==> config.mk <==
export PLATFORM = sky130hd
export DESIGN_NAME = sync_word_length_deframer_core_flat
export DESIGN_NICKNAME = d
export VERILOG_FILES = /design/src/hw/rtl/swld_pkg.sv /design/src/hw/rtl/swld_rx_if.sv /design/src/hw/rtl/swld_frame_if.sv /design/src/hw/rtl/swld_rx_stage.sv /design/src/hw/rtl/swld_parser.sv /design/src/hw/rtl/sync_word_length_deframer_core.sv /design/src/flat_wrapper.sv
export VERILOG_INCLUDE_DIRS = /design/src /design/src/hw/rtl
export SDC_FILE = /design/constraint.sdc
export NUM_CORES = 1
export LEC_CHECK = 0
export BUFFER_PORTS_ARGS = -buffer_cell sky130_fd_sc_hd__clkbuf_2
export CAP_MARGIN = 10
export CORE_MARGIN = 2
export CORE_UTILIZATION = 43
export CTS_CLUSTER_SIZE = 8
export DETAILED_ROUTE_END_ITERATION = 12
export SETUP_SLACK_MARGIN = 0.2
export SLEW_MARGIN = 20
export SYNTH_ARGS = -nofsm -noshare
export SYNTH_HDL_FRONTEND = slang
export SYNTH_SLANG_ARGS = --single-unit
==> constraint.sdc <==
create_clock -name clk -period 4.35 [get_ports clk]
set_input_delay 0.87 -clock clk [delete_from_list [all_inputs] [get_ports clk]]
set_output_delay 0.87 -clock clk [all_outputs]
set_load 0.05 [all_outputs]
==> src/hw/rtl/assert_macros.svh <==
// assertion macros shared by the deframer rtl
// no dependencies; define ASSERT_OFF to drop every check
`ifndef ASSERT_MACROS_SVH
`define ASSERT_MACROS_SVH
`ifndef ASSERT_OFF
// property holds at every rising clock edge outside reset
`define SWLD_ASSERT(lbl, clk, rstn, prop) \
    lbl: assert property (@(posedge clk) disable iff (!rstn) (prop)) \
        else $error("swld assertion failed");
// condition never holds outside reset
`define SWLD_ASSERT_NEVER(lbl, clk, rstn, cond) \
    lbl: assert property (@(posedge clk) disable iff (!rstn) !(cond)) \
        else $error("swld forbidden condition seen");
`else
`define SWLD_ASSERT(lbl, clk, rstn, prop)
`define SWLD_ASSERT_NEVER(lbl, clk, rstn, cond)
`endif
`endif

==> src/hw/rtl/swld_pkg.sv <==
// types and constants of the sync word length deframer
// no dependencies; used by the frame interface and every module
`timescale 1ns / 1ps

package swld_pkg;

    localparam logic [7:0]  SYNC_FIRST  = 8'h54;
    localparam logic [7:0]  SYNC_SECOND = 8'h42;
    localparam logic [31:0] MAX_LENGTH  = 32'd4096;
    localparam int          LENGTH_W    = 13;
    localparam int          OUT_LEN_W   = 9;

    // registered input byte handed from the input stage to the parser
    typedef struct packed {
        logic       valid;
        logic [7:0] data;
    } rx_stage_t;

    // one result item as held in the output register
    typedef struct packed {
        logic                 valid;
        logic [7:0]           frame_cmd;
        logic [31:0]          frame_sender;
        logic [OUT_LEN_W-1:0] frame_length;
        logic [7:0]           data_byte;
        logic                 data_valid;
        logic                 last;
    } result_t;

endpackage

==> src/hw/rtl/swld_rx_if.sv <==
// byte channel into the deframer
// depends on nothing
`timescale 1ns / 1ps

interface swld_rx_if;
    logic       valid;
    logic       ready;
    logic [7:0] rx_byte;

    modport source (output valid, output rx_byte, input ready);
    modport sink (input valid, input rx_byte, output ready);
endinterface

==> src/hw/rtl/swld_frame_if.sv <==
// result channel out of the deframer
// depends on swld_pkg for the length width
`timescale 1ns / 1ps

interface swld_frame_if;
    logic                           valid;
    logic                           ready;
    logic [7:0]                     frame_cmd;
    logic [31:0]                    frame_sender;
    logic [swld_pkg::OUT_LEN_W-1:0] frame_length;
    logic [7:0]                     data_byte;
    logic                           data_valid;
    logic                           last;

    modport source (output valid, output frame_cmd, output frame_sender,
                    output frame_length, output data_byte, output data_valid,
                    output last, input ready);
    modport sink (input valid, input frame_cmd, input frame_sender,
                  input frame_length, input data_byte, input data_valid,
                  input last, output ready);
endinterface

==> src/hw/rtl/swld_rx_stage.sv <==
// input register of the deframer: holds one received byte for the parser
// depends on swld_pkg
`timescale 1ns / 1ps

module swld_rx_stage
(
    input  logic                clk,
    input  logic                rst_n,
    input  logic                rx_valid,
    input  logic [7:0]          rx_byte,
    output logic                rx_ready,
    input  logic                take,
    output swld_pkg::rx_stage_t stage
);

    logic       valid_reg;
    logic       valid_next;
    logic [7:0] data_reg;
    logic [7:0] data_next;

    // accept while empty or while the held byte moves on this cycle
    assign rx_ready = !valid_reg || take;

    always_comb
    begin
        valid_next = valid_reg;
        data_next  = data_reg;
        if (rx_ready)
        begin
            valid_next = rx_valid;
            if (rx_valid)
            begin
                data_next = rx_byte;
            end
        end
    end

    always_ff @(posedge clk or negedge rst_n)
    begin
        if (!rst_n)
        begin
            valid_reg <= 1'b0;
        end
        else
        begin
            valid_reg <= valid_next;
        end
    end

    always_ff @(posedge clk)
    begin
        data_reg <= data_next;
    end

    assign stage.valid = valid_reg;
    assign stage.data  = data_reg;

endmodule

==> src/hw/rtl/swld_parser.sv <==
// header window, frame state and output register of the deframer
// depends on swld_pkg and assert_macros.svh
`timescale 1ns / 1ps
`include "assert_macros.svh"

module swld_parser
#(
    parameter int HEADER_BYTES = 24,
    parameter int BUFFER_BYTES = 512
)
(
    input  logic                clk,
    input  logic                rst_n,
    input  swld_pkg::rx_stage_t stage,
    output logic                take,
    input  logic                out_ready,
    output swld_pkg::result_t   result
);

    localparam int FW    = $clog2(BUFFER_BYTES + 1);
    localparam int LW    = swld_pkg::LENGTH_W;
    localparam int CMP_W = ((FW > LW) ? FW : LW) + 1;

    localparam logic [FW-1:0]    HB_F    = FW'(HEADER_BYTES);
    localparam logic [FW-1:0]    HB_M1_F = FW'(HEADER_BYTES - 1);
    localparam logic [FW-1:0]    BB_F    = FW'(BUFFER_BYTES);
    localparam logic [CMP_W-1:0] HB_C    = CMP_W'(HEADER_BYTES);
    localparam logic [CMP_W-1:0] BB_C    = CMP_W'(BUFFER_BYTES);

    logic [7:0]        win_reg  [HEADER_BYTES];
    logic [7:0]        win_next [HEADER_BYTES];
    logic [FW-1:0]     fill_reg;
    logic [FW-1:0]     fill_next;
    logic              in_payload_reg;
    logic              in_payload_next;
    logic              oversize_reg;
    logic              oversize_next;
    logic [7:0]        cmd_reg;
    logic [7:0]        cmd_next;
    logic [31:0]       sender_reg;
    logic [31:0]       sender_next;
    logic [LW-1:0]     len_reg;
    logic [LW-1:0]     len_next;
    swld_pkg::result_t out_reg;
    swld_pkg::result_t out_next;

    logic [7:0]        b;
    logic [FW-1:0]     fill_inc;
    logic [FW-1:0]     pos;
    logic [FW-1:0]     pos_inc;
    logic              go_on;
    logic              sync_ok;
    logic [31:0]       hdr_len;
    logic              len_bad;

    assign take = stage.valid && (!out_reg.valid || out_ready);
    assign b    = stage.data;

    assign fill_inc = fill_reg + FW'(1);
    assign sync_ok  = (win_reg[0] == swld_pkg::SYNC_FIRST) &&
                      (win_reg[1] == swld_pkg::SYNC_SECOND);
    // with a 16-byte header the incoming byte is the last length byte
    assign hdr_len  = {win_reg[12], win_reg[13], win_reg[14],
                       (HEADER_BYTES == 16) ? b : win_reg[15]};
    assign len_bad  = hdr_len[31] || (hdr_len > swld_pkg::MAX_LENGTH);

    always_comb
    begin
        win_next        = win_reg;
        fill_next       = fill_reg;
        in_payload_next = in_payload_reg;
        oversize_next   = oversize_reg;
        cmd_next        = cmd_reg;
        sender_next     = sender_reg;
        len_next        = len_reg;
        out_next        = out_reg;
        out_next.valid  = out_reg.valid && !out_ready;
        pos             = fill_reg;
        go_on           = 1'b0;

        if (take)
        begin
            if (in_payload_reg)
            begin
                fill_next              = fill_inc;
                out_next.valid         = 1'b1;
                out_next.frame_cmd     = cmd_reg;
                out_next.frame_sender  = sender_reg;
                out_next.frame_length  = len_reg[swld_pkg::OUT_LEN_W-1:0];
                out_next.data_byte     = b;
                out_next.data_valid    = 1'b1;
                out_next.last          = CMP_W'(fill_inc) >= (HB_C + CMP_W'(len_reg));
                if (out_next.last)
                begin
                    in_payload_next = 1'b0;
                    fill_next       = '0;
                end
            end
            else if (oversize_reg)
            begin
                if (fill_reg < BB_F)
                begin
                    fill_next = fill_inc;
                end
                else
                begin
                    // discard finished: this byte opens a new window
                    oversize_next = 1'b0;
                    pos           = '0;
                    go_on         = 1'b1;
                end
            end
            else
            begin
                go_on = 1'b1;
                if (fill_reg >= HB_F)
                begin
                    pos = '0;
                end
            end
        end

        pos_inc = pos + FW'(1);

        if (go_on)
        begin
            for (int i = 0; i < HEADER_BYTES; i++)
            begin
                if (pos == FW'(i))
                begin
                    win_next[i] = b;
                end
            end
            fill_next = pos_inc;
            if (pos_inc >= HB_F)
            begin
                if (!sync_ok)
                begin
                    // slide the window by one byte and keep searching
                    for (int i = 0; i < HEADER_BYTES - 2; i++)
                    begin
                        win_next[i] = win_reg[i + 1];
                    end
                    win_next[HEADER_BYTES-2] = b;
                    win_next[HEADER_BYTES-1] = '0;
                    fill_next                = HB_M1_F;
                end
                else if (len_bad)
                begin
                    fill_next = '0;
                end
                else
                begin
                    cmd_next    = win_reg[3];
                    sender_next = {win_reg[4], win_reg[5], win_reg[6], win_reg[7]};
                    len_next    = hdr_len[LW-1:0];
                    if (hdr_len[LW-1:0] == '0)
                    begin
                        // empty frame gives a single marker transfer
                        fill_next             = '0;
                        out_next.valid        = 1'b1;
                        out_next.frame_cmd    = win_reg[3];
                        out_next.frame_sender = {win_reg[4], win_reg[5],
                                                 win_reg[6], win_reg[7]};
                        out_next.frame_length = '0;
                        out_next.data_byte    = '0;
                        out_next.data_valid   = 1'b0;
                        out_next.last         = 1'b1;
                    end
                    else if ((HB_C + CMP_W'(hdr_len[LW-1:0])) > BB_C)
                    begin
                        oversize_next = 1'b1;
                    end
                    else
                    begin
                        in_payload_next = 1'b1;
                    end
                end
            end
        end
    end

    always_ff @(posedge clk or negedge rst_n)
    begin
        if (!rst_n)
        begin
            for (int i = 0; i < HEADER_BYTES; i++)
            begin
                win_reg[i] <= '0;
            end
            fill_reg       <= '0;
            in_payload_reg <= 1'b0;
            oversize_reg   <= 1'b0;
            cmd_reg        <= '0;
            sender_reg     <= '0;
            len_reg        <= '0;
            out_reg        <= '0;
        end
        else
        begin
            win_reg        <= win_next;
            fill_reg       <= fill_next;
            in_payload_reg <= in_payload_next;
            oversize_reg   <= oversize_next;
            cmd_reg        <= cmd_next;
            sender_reg     <= sender_next;
            len_reg        <= len_next;
            out_reg        <= out_next;
        end
    end

    assign result = out_reg;

    `SWLD_ASSERT_NEVER(a_payload_and_discard, clk, rst_n, in_payload_reg && oversize_reg)
    `SWLD_ASSERT(a_payload_fill, clk, rst_n, in_payload_reg |-> (fill_reg >= HB_F))
    `SWLD_ASSERT(a_hunt_fill, clk, rst_n, (!in_payload_reg && !oversize_reg) |-> (fill_reg < HB_F))
    `SWLD_ASSERT(a_payload_emits, clk, rst_n, (take && in_payload_reg) |=> out_reg.valid)

endmodule

==> src/hw/rtl/sync_word_length_deframer_core.sv <==
// top level of the sync word length deframer
// depends on swld_pkg, swld_rx_if, swld_frame_if, swld_rx_stage, swld_parser
`timescale 1ns / 1ps

// usage
//   rx carries one raw byte per transfer; frame carries one result per transfer.
//   each accepted byte is parsed against a header window of HEADER_BYTES bytes;
//   a frame starts with 0x54 0x42, its big-endian length sits in bytes 12..15.
//   after a good header every payload byte leaves as one transfer with the
//   latched command, sender and length; last marks the final byte. an empty
//   frame gives one transfer with data_valid low and last high.
//   a frame over BUFFER_BYTES in total: its first BUFFER_BYTES bytes give no output.
// timing
//   one byte per cycle sustained while frame.ready stays high. a byte is held in
//   the input register until the parser takes it, then is parsed into the output
//   register, which offers its result.
//   while frame.ready is low the output register holds its result and the
//   input register still takes one more byte; rx.ready then drops.
// reset
//   rst_n clears the window, the fill count, the input valid flag and frame.valid at once;
//   the block is ready right after reset.

module sync_word_length_deframer_core
#(
    parameter int HEADER_BYTES = 24,
    parameter int BUFFER_BYTES = 512
)
(
    input  logic         clk,
    input  logic         rst_n,
    swld_rx_if.sink      rx,
    swld_frame_if.source frame
);

    swld_pkg::rx_stage_t stage;
    swld_pkg::result_t   result;
    logic                take;

    swld_rx_stage u_rx_stage
    (
        .clk      (clk),
        .rst_n    (rst_n),
        .rx_valid (rx.valid),
        .rx_byte  (rx.rx_byte),
        .rx_ready (rx.ready),
        .take     (take),
        .stage    (stage)
    );

    swld_parser
    #(
        .HEADER_BYTES (HEADER_BYTES),
        .BUFFER_BYTES (BUFFER_BYTES)
    )
    u_parser
    (
        .clk       (clk),
        .rst_n     (rst_n),
        .stage     (stage),
        .take      (take),
        .out_ready (frame.ready),
        .result    (result)
    );

    assign frame.valid        = result.valid;
    assign frame.frame_cmd    = result.frame_cmd;
    assign frame.frame_sender = result.frame_sender;
    assign frame.frame_length = result.frame_length;
    assign frame.data_byte    = result.data_byte;
    assign frame.data_valid   = result.data_valid;
    assign frame.last         = result.last;

endmodule

==> src/flat_wrapper.sv <==
// flat-port wrapper written by rule: the top's interface ports become plain ports
module sync_word_length_deframer_core_flat 
#(
    parameter int HEADER_BYTES = 24,
    parameter int BUFFER_BYTES = 512
)
  (clk, rst_n, rx_valid, rx_rx_byte, rx_ready, frame_valid, frame_frame_cmd, frame_frame_sender, frame_frame_length, frame_data_byte, frame_data_valid, frame_last, frame_ready);
  swld_rx_if rx_i ();
  swld_frame_if frame_i ();
  input  logic clk;
  input  logic rst_n;
  input wire logic [$bits(rx_i.valid)-1:0] rx_valid;
  input wire logic [$bits(rx_i.rx_byte)-1:0] rx_rx_byte;
  output wire logic [$bits(rx_i.ready)-1:0] rx_ready;
  output wire logic [$bits(frame_i.valid)-1:0] frame_valid;
  output wire logic [$bits(frame_i.frame_cmd)-1:0] frame_frame_cmd;
  output wire logic [$bits(frame_i.frame_sender)-1:0] frame_frame_sender;
  output wire logic [$bits(frame_i.frame_length)-1:0] frame_frame_length;
  output wire logic [$bits(frame_i.data_byte)-1:0] frame_data_byte;
  output wire logic [$bits(frame_i.data_valid)-1:0] frame_data_valid;
  output wire logic [$bits(frame_i.last)-1:0] frame_last;
  input wire logic [$bits(frame_i.ready)-1:0] frame_ready;
  assign rx_i.valid = rx_valid;
  assign rx_i.rx_byte = rx_rx_byte;
  assign rx_ready = rx_i.ready;
  assign frame_valid = frame_i.valid;
  assign frame_frame_cmd = frame_i.frame_cmd;
  assign frame_frame_sender = frame_i.frame_sender;
  assign frame_frame_length = frame_i.frame_length;
  assign frame_data_byte = frame_i.data_byte;
  assign frame_data_valid = frame_i.data_valid;
  assign frame_last = frame_i.last;
  assign frame_i.ready = frame_ready;
  sync_word_length_deframer_core #(.HEADER_BYTES(HEADER_BYTES), .BUFFER_BYTES(BUFFER_BYTES)) u_core (.clk(clk), .rst_n(rst_n), .rx(rx_i), .frame(frame_i));
endmodule
### Yosys cells after proc, flatten, opt, wreduce, memory -nomap -nowiden

Cells that the tools add are included.

| word-level totals | value |
|---|---|
| register bits | 326 |
| output and inout bits | 61 |

| cells by class | value |
|---|---|
| add/sub/neg operators | 4 |
| order comparisons | 6 |
| eq/ne operators | 25 |
| mux-type cells | 71 |
| bitwise gates (word level) | 1 |
| reduce and logical (&&, ||, !) cells | 17 |

Operator list:

| cell | count |
|---|---|
| two-way mux 60 bit | 7 |
| two-way mux 192 bit | 2 |
| two-way mux 8 bit | 24 |
| two-way mux 10 bit | 15 |
| == test 10 x 4 -> 1 bit, second input constant | 8 |
| == test 10 x 5 -> 1 bit, second input constant | 8 |
| == test 10 x 3 -> 1 bit, second input constant | 4 |
| > comparator 32 x 13 -> 1 bit, second input constant | 1 |
| adder 5 x 13 -> 14 bit, first input constant | 2 |
| two-way mux 1 bit | 23 |
| adder 10 x 1 -> 10 bit, second input constant | 2 |
| == test 10 x 2 -> 1 bit, second input constant | 2 |
| greater-or-equal comparator 10 x 5 -> 1 bit, second input constant | 2 |
| == test 8 x 7 -> 1 bit, second input constant | 2 |
| greater-or-equal comparator 10 x 14 -> 1 bit | 1 |
| > comparator 14 x 10 -> 1 bit, second input constant | 1 |
| zero test 13 bit | 1 |
| == test 10 x 1 -> 1 bit, second input constant | 1 |
| zero test 10 bit | 1 |
| < comparator 10 bit, second input constant | 1 |
| nonzero test 3 bit | 2 |
| AND reduction 4 bit | 1 |
| logical AND 1 bit | 3 |
| zero test 1 bit | 3 |
| 5 further kinds | 7 |

### Depth between registers and ports, before layout

Gate-level depths: netlist (run 1).

| depth | value |
|---|---|
| depth after elaboration | 11 |
| mapped depth | 15 |
| gate-level depth less buffers | 12 |

### Hierarchy

Synthesis (run 1) repeated with hierarchy kept, for this count alone.

| unflattened totals | value |
|---|---|
| cell total of the unflattened synthesis | 1374 |
| area, all modules | 14184.9 sq um |

By module, submodules not included:

| module | instances | cells each | area an instance (sq um) |
|---|---|---|---|
| swld_parser | 1 | 1361 | 13883.3 |
| swld_rx_stage | 1 | 13 | 301.5 |

### Worst setup path before layout (run 1)

Ideal clock, no wire load.

| path | value |
|---|---|
| kind | input to register |
| start point | in frame_ready |
| end point | reg u_core.u_parser.win_reg[16] (netlist bit) |
| library setup time | 0.119 ns |
| arrival time | 3.744 ns |
| required time | 4.231 ns |
| path slack | 0.487 ns |
| cell stages on the path | 14 |
| buffers on the path | 2 |
| cell sequence | nand2b_1 -> clkbuf_1 -> and3_1 -> nand2_1 -> and2_1 -> ha_1 -> inv_1 -> a311oi_2 -> nand4_1 -> a221oi_4 -> o22ai_1 -> buf_2 -> or2_1 -> o21a_1 |

| on the way | value |
|---|---|
| word-level cells in the longest chain between the ends | 7 |
| elaborated cells on any way between the ends | 10 |
| classes of those cells | add/sub (1); order compare (1); eq/ne (1); mux (5); reduce/logical (2) |

Ends and longest elaborated chain:

| item | line | source |
|---|---|---|
| start: declaration | flat_wrapper.sv:22 | `input wire logic [$bits(frame_i.ready)-1:0] frame_ready;` |
| logical OR 1 bit (*) | swld_parser.sv:56 | `assign take = stage.valid && (!out_reg.valid \|\| out_ready);` |
| logical AND 1 bit (*) | swld_parser.sv:56 |  |
| parallel branches: the longest is 5 deep, another holds adder 10 x 1 -> 10 bit | -- |  |
| end signal: assignment | swld_parser.sv:201 | `win_reg <= win_next;` |
| end: declaration | swld_parser.sv:30 | `logic [7:0] win_reg [HEADER_BYTES];` |

Every way passes the cells marked *.
A chain may end at the register's enable or synchronous reset.

### Worst setup path after layout (run 1)

| path | value |
|---|---|
| start point | reg u_core.u_parser.fill_reg[9] |
| end point | reg u_core.u_parser.win_reg[98] (netlist bit) |

| on the way | value |
|---|---|
| word-level cells in the longest chain between the ends | 9 |
| elaborated cells on any way between the ends | 17 |
| classes of those cells | add/sub (1); order compare (3); eq/ne (1); mux (12) |

Ends and longest elaborated chain:

| item | line | source |
|---|---|---|
| start: declaration | swld_parser.sv:32 | `logic [FW-1:0] fill_reg;` |
| start signal: assignment | swld_parser.sv:202 | `fill_reg <= fill_next;` |
| parallel branches: the longest is 9 deep, another holds greater-or-equal comparator 10 x 5 -> 1 bit | -- |  |

Parallel ways; which one is timed is not known.

==> results.md, run 1 <==
- Slew Limit Headroom: 40.92%
- Pleak: between 7 and 8 nW
- Critical path class: reg2reg
- Startpoint types: register
- I/O Buffers: 72
- CTS tree: done
- Prevailing post-synth register cell: dfrtp_1
- Worst Path Max Fanout: 61
- Synth area leader: dfrtp_1
- Clk buf depth: 3
- Reg clk slew, reported paths: 50 ps
- Vias in the first global route: 11,130
- Main combinational cell family by area after synthesis: compound AO/OA/AOI/OAI gates
- Setup bufs post-CTS: 0
- Max reg flops: 152
- First-pass GRT wire length: approximately 63,000 um
- Core ar.: 32,450 um^2
- Register area share after synthesis: a little under three fifths
- CP Data Required Time: 4800 ps
- Total gr overflow: 0
- Initial Utilization: a little over two fifths
- Post-synth EDFFs: 8
- Die ar.: 34,310 um^2
- Later-pin clock latency in the skew report: around 540 ps
- Final nets: about 1,600
- Multiplexer area fraction after synthesis: 4.040%
- Die width: between 150 and 200 um
- Vias per inst: between 5 and 6
- DR vias: about 11,000
- Post-placement cell count: 1,915
- Final core occ: 50.17%
- RD Place Congestion: 0.9101
- Slew Viols, Final: 0
- Simple-Gate Fraction of Synth Area: 14.82%
- Ratio of cells with drive above 1 in the final layout: 11.99%
- Layout Cells excl Fill: 1,968
- Antenna violations before repair: 0
- Worst Max-Slew Pin Slew: 886.2 ps
- Syn Area/Cell: 9.699 um^2
- HPWL after DPL: between 20,000 and 30,000 um
- Total power: between 10 and 15 mW
- Post-cts sizing count: 0
- I/O Pins: 73
- Clk_skew: 16.52 ps
- P per Cell Area: approximately 640 nW/um^2
- Hold WS: around 350 ps
- Post-Route WL: 39,040 um
- Final ANT Viol Nets: 0
- Post-synthesis compound-gate area fraction: 18.22%
- Area contributors post-synth: dfrtp_1, a21oi_1, o22ai_1, nand2_1, nor2_1
- CTS Sinks: between 300 and 400
- H-tree depth: 2
- Commonest cells after routing, fill and taps aside: dfrtp_1, nand2_1, a21oi_1
- Mapped cell area: 14,120 um^2
- DRT iter0 DRCs: about 920
- Largest net degree at the start of global routing: 104
- Tmin final: 3842 ps
- Mapped Cells: 1,456
- Cts bufs inserted: 45
- Critical path endpoint category: register
- Pre-CTS setup slack: 390.8 ps
- FP Rows: 66
- Top-area cell type share of the netlist area: 54.93%
- RSZ-0062 raised after global routing: false
- Commonest non-fill, non-tap cell in the layout: dfrtp_1
- Ant. Diodes: 0
- Drt pass-1 iters: 5
- VDD IR-drop max: 0.3221 mV
- Post-Syn Nets: 1,485
- Clock Tree Root: clkbuf_16
- Final setup violation count: 0
- #FFs+latches synth: 318
- Die H: 185.2 um
- Ys async rst share: 97.48%
- Hold Path Class: in2async
- Final instance area: between 15,000 and 20,000 um^2
- Worst EP arrival: approximately 4300 ps
- Synth Area in Adders: under 10%
- Fmax: 260.3 MHz
- Status: completed
- GRT Total Usage: between 20 and 25%
- Count of cell types in the netlist: 53
- Synth Area in XOR/XNOR: less than 1%
- Final hold viol count: 0
- Placed Area: 15,080 um^2
- Routed WL per cell: 19.84 um
- DRC Markers: 0
- Final worst path period share: 88.32%
- Post-route setup slack: 508.1 ps
- Ys Warns: 0
- Area grow syn2layout: 15.30%
- Max Cap Viol: 0
- Final TNS setup: 0 ps
- Hold_buf cts: 0
[cells in the mapped netlist (all sizes together) (7+ instances only)]
master    n
xnor2     9
a21oi   191
nor2    143
nand4    18
ha       17
dfrtp   310
edfxtp    8
mux2i    48
inv      44
buf      36
nand3    30
o21a      9
nor4      7
a211oi   35
clkbuf   56
nor3     46
o22a      8
nand2   202
mux2      8
o21ai    23
and2      7
o22ai   147
nand2b    7
[power breakdown]
group	switching [mW]	internal (mW)
Combinational	1.70	1.05
Sequential	0.771	3.77
Clock	1.23	1.85
Total	3.70	6.67
[cell type report]
| type | count | area (um^2) |
|---|---|---|
| clock buffer | 49 | 1151 |
| clock inverter | 3 | 37.54 |
| fill | 2994 | 16170 |
| tap | 442 | 553.0 |
| sequential | 318 | 7998 |
| timing repair buffer | 109 | 748.2 |
| inverter | 44 | 165.2 |
| multi-input combinational | 1003 | 5630 |
[logic make-up after synthesis]
logic type | Yosys count
AND/OR/NAND/NOR | 483
AO/OA/AOI/OAI | 432
flip-flops | 318
buffers and inverters | 136
multiplexers | 56
adder cells (fa/ha/maj) | 17
XOR/XNOR | 14
[worst paths after layout]
path	from	to	slack [ps]	cells past startpoint
hold / removal	rst_n	u_core.u_parser.win_reg[11]	350	1
setup reg to reg	u_core.u_parser.fill_reg[9]	u_core.u_parser.win_reg[98]	510	13
hold reg to reg	u_core.u_parser.cmd_reg[5]	u_core.u_parser.cmd_reg[5]	460	2
max in group asynchronous	rst_n	u_core.u_parser.sender_reg[7]	2990	2
min in group clk	u_core.u_parser.cmd_reg[5]	u_core.u_parser.cmd_reg[5]	460	2
setup / recovery	u_core.u_parser.fill_reg[9]	u_core.u_parser.win_reg[98]	510	13
[worst max-delay path, stage by stage (launching register included)]
cell	delay, ps
dfrtp_1	480
nor3_1	300
nand3_1	270
nand2_1	190
and2_1	240
ha_1	200
inv_1	60
a311oi_2	280
nand4_1	230
a221o_1	560
nand3_4	280
buf_12	310
o22ai_1	140
a21oi_1	190
[layer usage]
layer | vias up | wire [um] | global-route usage, %
met3 | 54 | 2285 | 3.952
met2 | 335 | 17370 | 34.61
li1 | 5340 | - | -
met5 | - | 0 | 0
met4 | 0 | 724 | 5.524
met1 | 5687 | 18660 | 34.53
Power figures use the tool's default switching activity.
==> inputs of run 2 (changes only) <==
--- a/config.mk
+++ b/config.mk
@@ -6,6 +6,7 @@
 export SDC_FILE = /design/constraint.sdc
 export NUM_CORES = 1
 export LEC_CHECK = 0
+export ABC_AREA = 1
 export BUFFER_PORTS_ARGS = -buffer_cell sky130_fd_sc_hd__clkbuf_2
 export CAP_MARGIN = 10
 export CORE_MARGIN = 2
==> run 2 against run 1 <==
Against the previous run: power grew 40%; die area increased by 30%; critical path depth up 5; critical path type unchanged; final area grew 25%; combinational power increased by 150%; count of clock-buffer cells in the layout up 1; via count is 51% higher; global-route usage increased by 1.5 points; sequential power is 0.9% lower; worst hold slack lost 56 ps.
==> results.md, run 2 <==
- Clock Tree Root: clkbuf_16 (unchanged)
- Total gr overflow: 0 (unchanged)
- Ys Warns: 0 (unchanged)
- Count of cell types in the netlist: 39 (was 53)
- Worst EP arrival: 4100 ps (was 4290 ps)
- Clk_skew: 30.19 ps (was 16.52 ps)
- Commonest non-fill, non-tap cell in the layout: nand2_1 (was dfrtp_1)
- Area grow syn2layout: 10.32% (was 15.30%)
- Initial Utilization: 43.80% (was 43.52%)
- Vias per inst: 5.396 (was 5.801)
- VDD IR-drop max: 0.4094 mV (was 0.3221 mV)
- Most frequent cell after synthesis: nand2_1 (was dfrtp_1)
- Max Cap Viol: 0 (unchanged)
- Critical path class: reg2reg (unchanged)
- Prevailing post-synth register cell: dfrtp_1 (unchanged)
- Final hold viol count: 0 (unchanged)
- Post-synth EDFFs: 8 (unchanged)
- Met3 Use GR: 4.361% (was 3.952%)
- DRC Markers: 0 (unchanged)
- Cts bufs inserted: 45 (unchanged)
- Grt met2 use: 39.19% (was 34.61%)
- Total power: 14.54 mW (was 10.36 mW)
- Hold WS: 296.5 ps (was 352.6 ps)
- Die ar.: 44,690 um^2 (was 34,310 um^2)
- GRT Total Usage: 24.52% (was 23.01%)
- Later-pin clock latency in the skew report: 600 ps (was 540 ps)
- Mapped cell area: 18,500 um^2 (was 14,120 um^2)
- Reg clk slew, reported paths: 50 ps (about the same)
- Post-cts sizing count: 0 (unchanged)
- DR vias: 17,220 (was 11,420)
- Syn Area/Cell: 6.944 um^2 (was 9.699 um^2)
- Worst Max-Slew Pin Slew: 1025 ps (was 886.2 ps)
- Drt pass-1 iters: 5 (unchanged)
- Synth cell count leaders: nand2_1, dfrtp_1, o21ai_0 (was dfrtp_1, nand2_1, a21oi_1)
- H-tree depth: 2 (unchanged)
- Post-Syn Nets: 2,693 (was 1,485)
- Pre-CTS setup slack: 295.3 ps (was 390.8 ps)
- CP Buf/Inv Count: 1 (was 2)
- Core ar.: 42,230 um^2 (was 32,450 um^2)
- Startpoint types: register (unchanged)
- Setup bufs post-CTS: 0 (unchanged)
- Fillers: 4,213 (was 2,994)
- Max reg flops: 152 (unchanged)
- Final worst path period share: 83.67% (was 88.32%)
- Ant. Diodes: 0 (unchanged)
- #FFs+latches synth: 318 (unchanged)
- Mapped Cells: 2,664 (was 1,456)
- RSZ-0062 raised after global routing: false (unchanged)
- Met1 global-route usage: 34.20% (was 34.53%)
- CTS Sinks: 318 (unchanged)
- Vias in the first global route: 16,240 (was 11,130)
- Largest net degree at the start of global routing: 204 (was 104)
- Ys async rst share: 97.48% (unchanged)
- HPWL after DPL: 33,940 um (was 25,760 um)
- Hold Path Class: in2async (unchanged)
- Post-route setup slack: 710.3 ps (was 508.1 ps)
- Die width: 211.4 um (was 185.2 um)
- I/O Buffers: 72 (unchanged)
- CP Data Required Time: 4810 ps (was 4800 ps)
- Slowest cell delay on critical path: 490 ps (was 560 ps)
- Final TNS setup: 0 ps (unchanged)
- Clk buf depth: 3 (unchanged)
- Crit-path slowest cell: dfrtp_1 (was a221o_1)
- Slew Limit Headroom: 31.64% (was 40.92%)
- Delay-heaviest family, CP: simple AND/OR/NAND/NOR gates (unchanged)
- Synth area leader: dfrtp_1 (unchanged)
- Commonest cells after routing, fill and taps aside: nand2_1, dfrtp_1, o21ai_0 (was dfrtp_1, nand2_1, a21oi_1)
- Ratio of cells with drive above 1 in the final layout: 7.426% (was 11.99%)
- I/O Pins: 73 (unchanged)
- Die H: 211.4 um (was 185.2 um)
- CTS tree: done (unchanged)
- Worst Path Max Fanout: 80 (was 61)
- Final nets: 2,676 (was 1,550)
- Pleak: 10.80 nW (was 7.490 nW)
- Post-Route WL: 54,100 um (was 39,040 um)
- Antenna violations before repair: 0 (unchanged)
- Status: completed (unchanged)
- Top-area cell type share of the netlist area: 41.94% (was 54.93%)
- DRT iter0 DRCs: 1,465 (was 924)
- Final setup violation count: 0 (unchanged)
- Critical Path Stages: 18 (was 13)
- RD Place Congestion: 0.8537 (was 0.9101)
- Register area share after synthesis: 43.24% (was 56.63%)
- Critical path endpoint category: register (unchanged)
- CP Cell Sequence: nand2_2, nand2_2, nor2_2, nor2_4, nor2_1, ha_1, nand4_1, nor2_4, nand2_1, nand2_1, nand2_1, nor2_1, nand3_4, nand2_8, buf_12, nand2_1, nand2_1, o21ai_0 (was nor3_1, nand3_1, nand2_1, and2_1, ha_1, inv_1, a311oi_2, nand4_1, a221o_1, nand3_4, buf_12, o22ai_1, a21oi_1)
- FP Rows: 75 (was 66)
- Slew Viols, Final: 0 (unchanged)
- Tmin final: 3640 ps (was 3842 ps)
- Hold_buf cts: 0 (unchanged)
- GR peak layer: met2 (unchanged)
- P per Cell Area: 712.4 nW/um^2 (was 636.4 nW/um^2)
- Fmax: 274.8 MHz (was 260.3 MHz)
- Area contributors post-synth: dfrtp_1, nand2_1, o21ai_0, nand3_1, inv_1 (was dfrtp_1, a21oi_1, o22ai_1, nand2_1, nor2_1)
- Worst R2R Path Depth: 18 (was 13)
- Routed WL per cell: 16.95 um (was 19.84 um)
- First-pass GRT wire length: 87,770 um (was 62,780 um)
- Most frequent CP cell: nand2_1
- Final ANT Viol Nets: 0 (unchanged)
[run 2: cell types whose count changed in the layout (fill, tap and decap cells not counted), moves of 9 or more]
| cell | before | now |
|---|---|---|
| nand3_1 | 28 | 179 |
| xor2_1 | 5 | 14 |
| a211oi_1 | 35 | 0 |
| a21oi_1 | 190 | 75 |
| nor3_1 | 45 | 4 |
| o211ai_1 | 2 | 17 |
| o22ai_1 | 147 | 0 |
| o21ai_0 | 16 | 242 |
| inv_1 | 44 | 193 |
| nand2_1 | 201 | 1027 |
| o21ai_1 | 7 | 118 |
| nor2_1 | 138 | 180 |
[run 2: worst paths after layout]
kind,start,to,slack [ps]
setup / recovery,u_core.u_parser.fill_reg[4],u_core.u_parser.win_reg[23],710
hold / removal,rst_n,u_core.u_parser.result[17],300
setup reg to reg,u_core.u_parser.fill_reg[4],u_core.u_parser.win_reg[23],710
hold reg to reg,u_core.u_parser.cmd_reg[6],u_core.u_parser.cmd_reg[6],470
max in group asynchronous,rst_n,u_core.u_parser.sender_reg[28],2910
min in group clk,rx_rx_byte[7],u_core.u_rx_stage.data_reg[7],450
[run 2: cell families (layout without fill, tap and decap cells)]
family / count (synthesis) / after routing / share of synthesized area (%)
XOR/XNOR: 16 / 16 / 0.7576
AO/OA/AOI/OAI: 457 / 457 / 12.74
AND/OR/NAND/NOR: 1440 / 1440 / 31.36
multiplexers: 40 / 40 / 2.164
flip-flops: 318 / 318 / 43.24
adder cells (fa/ha/maj): 17 / 17 / 1.150
buffers and inverters: 376 / 365 / 8.597
[run 2: final cells by class]
type	count	area (um^2)	share of cell area (%)
Multi-Input combinational cell	1970	8975	43.98
Inverter	203	762.0	3.734
Clock inverter	3	66.31	0.3250
Clock buffer	50	1145	5.610
Timing Repair Buffer	109	785.8	3.851
Sequential cell	318	7998	39.19
Tap cell	539	674.4	3.305
[run 2: metal layers]
| layer | vias to the layer above | share of wire, % |
|---|---|---|
| met5 | - | 0 |
| met4 | 0 | 2.4 |
| met3 | 85 | 6.4 |
| met2 | 490 | 45 |
| met1 | 8242 | 46 |
| li1 | 8407 | - |
[run 2: per-stage QoR]
step | util, % | cells | cell area (um^2)
after floorplan | - | 2664 | 18500
after global placement | 45.45 | 3139 | 19190
after detailed placement | 45.45 | 3139 | 19190
after CTS | 48.32 | 3192 | 20410
after global routing | 48.32 | 3192 | 20410
final | 48.32 | 3192 | 20410
[run 2: power by group]
group,internal (mW),switching (mW),total (mW)
clock,1.85,1.34,3.18
combinational,2.25,4.60,6.86
sequential,3.84,0.656,4.50
==> inputs of run 3 (changes only) <==
--- a/config.mk
+++ b/config.mk
@@ -6,7 +6,7 @@
 export SDC_FILE = /design/constraint.sdc
 export NUM_CORES = 1
 export LEC_CHECK = 0
-export ABC_AREA = 1
+export ABC_AREA = 0
 export BUFFER_PORTS_ARGS = -buffer_cell sky130_fd_sc_hd__clkbuf_2
 export CAP_MARGIN = 10
 export CORE_MARGIN = 2
==> constraint.sdc (replaced) <==
create_clock -name clk -period 3.7 [get_ports clk]
set_input_delay 0.74 -clock clk [delete_from_list [all_inputs] [get_ports clk]]
set_output_delay 0.74 -clock clk [all_outputs]
set_load 0.05 [all_outputs]
==> run 3 against run 2 <==
Against the previous run: power fell by 13%; largest cell class is now registers; die area fell by 23%; global-route usage fell by 1.5 points; combinational power fell by 45%; critical path type unchanged.
==> results.md, run 3 (synthesis gave the netlist of run 1 again) <==
- Ant. Diodes: 0 (unchanged)
- Net Sw Power: 4.488 mW (was 6.594 mW)
- Worst R2R Path Depth: 13 (was 18)
- Tmin final: 3303 ps (was 3640 ps)
- Antenna violations before repair: 0 (unchanged)
- Hold Path Class: in2async (unchanged)
- DRC Markers: 0 (unchanged)
- First-pass GRT wire length: 62,280 um (was 87,770 um)
- Fmax: 302.8 MHz (was 274.8 MHz)
- Slew Viols, Final: 0 (unchanged)
- Total gr overflow: 0 (unchanged)
- Commonest non-fill, non-tap cell in the layout: dfrtp_1 (was nand2_1)
- Slew Limit Headroom: 38.84% (was 31.64%)
- Status: completed (unchanged)
- Reg-to-reg endpoint: u_core.u_parser.win_reg[9] (was u_core.u_parser.win_reg[23])
- Clock Power Share: 28.5% (was 21.9%)
- Multi-input gate area: 5744 um^2 (was 8975 um^2)
- GRT Total Usage: 23.06% (was 24.52%)
- Die H: 185.2 um (was 211.4 um)
- DRT iter0 DRCs: 937 (was 1,465)
- Ratio of cells with drive above 1 in the final layout: 14.70% (was 7.426%)
- Vias per inst: 5.844 (was 5.396)
- Later-pin clock latency in the skew report: 540 ps (was 600 ps)
- Die width: 185.2 um (was 211.4 um)
- Max reg flops: 152 (unchanged)
- Drt pass-1 iters: 5 (unchanged)
- Comb pwr share: 29.6% (was 47.2%)
- VDD IR-drop max: 0.4486 mV (was 0.4094 mV)
- RSZ-0062 raised after global routing: false (unchanged)
- Largest net degree at the start of global routing: 83 (was 204)
- H-tree depth: 2 (unchanged)
- Hold_buf cts: 0 (unchanged)
- Worst EP arrival: 3730 ps (was 4100 ps)
- Clk buf depth: 3 (unchanged)
- FP Rows: 66 (was 75)
- I/O Pins: 73 (unchanged)
- Initial Utilization: 43.52% (was 43.80%)
- Int Power: 8.134 mW (was 7.942 mW)
- Core ar.: 32,450 um^2 (was 42,230 um^2)
- CP Data Required Time: 4130 ps (was 4810 ps)
- HPWL after DPL: 25,100 um (was 33,940 um)
- P per Cell Area: 750.8 nW/um^2 (was 712.4 nW/um^2)
- Vias in the first global route: 10,960 (was 16,240)
- Final TNS setup: 0 ps (unchanged)
- Reg power frac: 41.8% (was 30.9%)
- Post-Route WL: 40,320 um (was 54,100 um)
- Cts bufs inserted: 45 (unchanged)
- Commonest cells after routing, fill and taps aside: dfrtp_1, nand2_1, a21oi_1 (was nand2_1, dfrtp_1, o21ai_0)
- RD Place Congestion: 0.8898 (was 0.8537)
- Switching share of power: 35.55% (was 45.36%)
- Worst Setup SP: u_core.u_parser.fill_reg[9] (was u_core.u_parser.fill_reg[4])
- Worst reg2reg path startpoint: u_core.u_parser.fill_reg[9] (was u_core.u_parser.fill_reg[4])
- Reg area: 8000 um^2 (was 7998 um^2)
- Worst Path Max Fanout: 10 (was 80)
- Area grow syn2layout: 19.05% (was 10.32%)
- Routed WL per cell: 20.23 um (was 16.95 um)
- Clock Tree Root: clkbuf_16 (unchanged)
- CTS Sinks: 318 (unchanged)
- Critical Path Sink: u_core.u_parser.win_reg[9] (was u_core.u_parser.win_reg[23])
- Pleak: 7.722 nW (was 10.80 nW)
- Critical path endpoint category: register (unchanged)
- Fillers: 2,960 (was 4,213)
- Die ar.: 34,310 um^2 (was 44,690 um^2)
- Final ANT Viol Nets: 0 (unchanged)
- Final setup violation count: 0 (unchanged)
- I/O Buffers: 72 (unchanged)
- Max Cap Viol: 0 (unchanged)
- Worst Max-Slew Pin Slew: 917.3 ps (was 1025 ps)
- DR vias: 11,650 (was 17,220)
- Critical path class: reg2reg (unchanged)
- FF-to-FF setup slack: 400 ps (was 710 ps)
- Startpoint types: register (unchanged)
- Final worst path period share: 89.27% (was 83.67%)
- Final core occ: 51.80% (was 48.32%)
- CTS tree: done (unchanged)
- Final nets: 1,576 (was 2,676)
- Clk_skew: 23.70 ps (was 30.19 ps)
- Final hold viol count: 0 (unchanged)
- Reg clk slew, reported paths: 50 ps (about the same)
-- run 3: cell types whose count changed in the layout (fill, tap and decap cells not counted), moves of 35 or more --
cell	before	now
nand3_1	179	27
nor3_1	4	43
a211oi_1	0	35
a21oi_1	75	191
o22ai_1	0	138
nand2_1	1027	200
o21ai_0	242	16
nor2_1	180	138
o21ai_1	118	7
inv_1	193	44
-- run 3: repair_timing --
action / in CTS / in global routing
gates resized for setup: 0 / 25
hold endpoints to repair: 0 / 0
endpoints found under the setup margin: 0 / 279
setup buffers: 0 / 7
-- run 3: power groups by stage --
stage / logic [mW] / registers (mW) / clock network (mW)
after floorplan: 2.43 / 4.96 / 0
after global placement: 3.34 / 5.29 / 0
after detailed placement: 3.41 / 5.29 / 0
after CTS: 3.43 / 5.25 / 3.67
after global routing: 4.11 / 5.38 / 3.83
final: 3.74 / 5.28 / 3.60
-- run 3: worst min-delay path by stage --
stage,end,slack [ps],from
3_3_place_gp,u_core.u_parser.cmd_reg[4],450,u_core.u_parser.cmd_reg[4]
5_1_grt,u_core.u_parser.result[9],210,rst_n
6_report,u_core.u_parser.result[7],170,rst_n
4_1_cts,u_core.u_parser.result[7],180,rst_n
3_5_place_dp,u_core.u_parser.sender_reg[10],450,u_core.u_parser.sender_reg[10]
2_1_floorplan,u_core.u_parser.len_reg[11],430,u_core.u_parser.len_reg[11]
-- run 3: final cells by class --
| type | count | area share (%) |
|---|---|---|
| well taps | 442 | 3.289 |
| clock inverters | 2 | 0.2381 |
| repair buffers | 136 | 6.891 |
| inverters | 44 | 0.9824 |
| multi-input cells | 1002 | 34.17 |
| flip-flops and latches | 318 | 47.58 |
| clock buffers | 49 | 6.847 |
-- run 3: worst max-delay path: stages (launching register included) --
cell      delay, ps
dfrtp_2         480
nand2b_1        230
and3_1          220
nand2_2          80
and2_4          190
ha_4            130
inv_1            70
a311oi_2        260
nand4_1         220
a221oi_4        380
buf_4           260
o21ai_1          90
and2_2          280
mux2_2          290
-- run 3: stage by stage --
step                setup slack (ps)  cell area [um^2]  hold slack (ps)  cells  power, mW
finish                         397.0             16810            170.0   1993      12.62
detailed placement             157.5             15290            454.8   1929      8.701
global placement               223.1             15290            448.7   1929      8.629
CTS                            312.3             16490            184.1   1980      12.35
floorplan                      233.8             14160            434.3   1456      7.387
global route                   178.1             16810            212.4   1993      13.33
-- run 3: metal layers --
| metal | track usage (%) | wire, um | up-vias | share of wire, % |
|---|---|---|---|---|
| met4 | 7.365 | 1183 | 0 | 2.9 |
| met3 | 4.227 | 2774 | 73 | 6.9 |
| li1 | - | - | 5390 | - |
| met1 | 33.60 | 17960 | 5779 | 45 |
| met5 | 0 | 0 | - | 0 |
| met2 | 34.78 | 18400 | 406 | 46 |
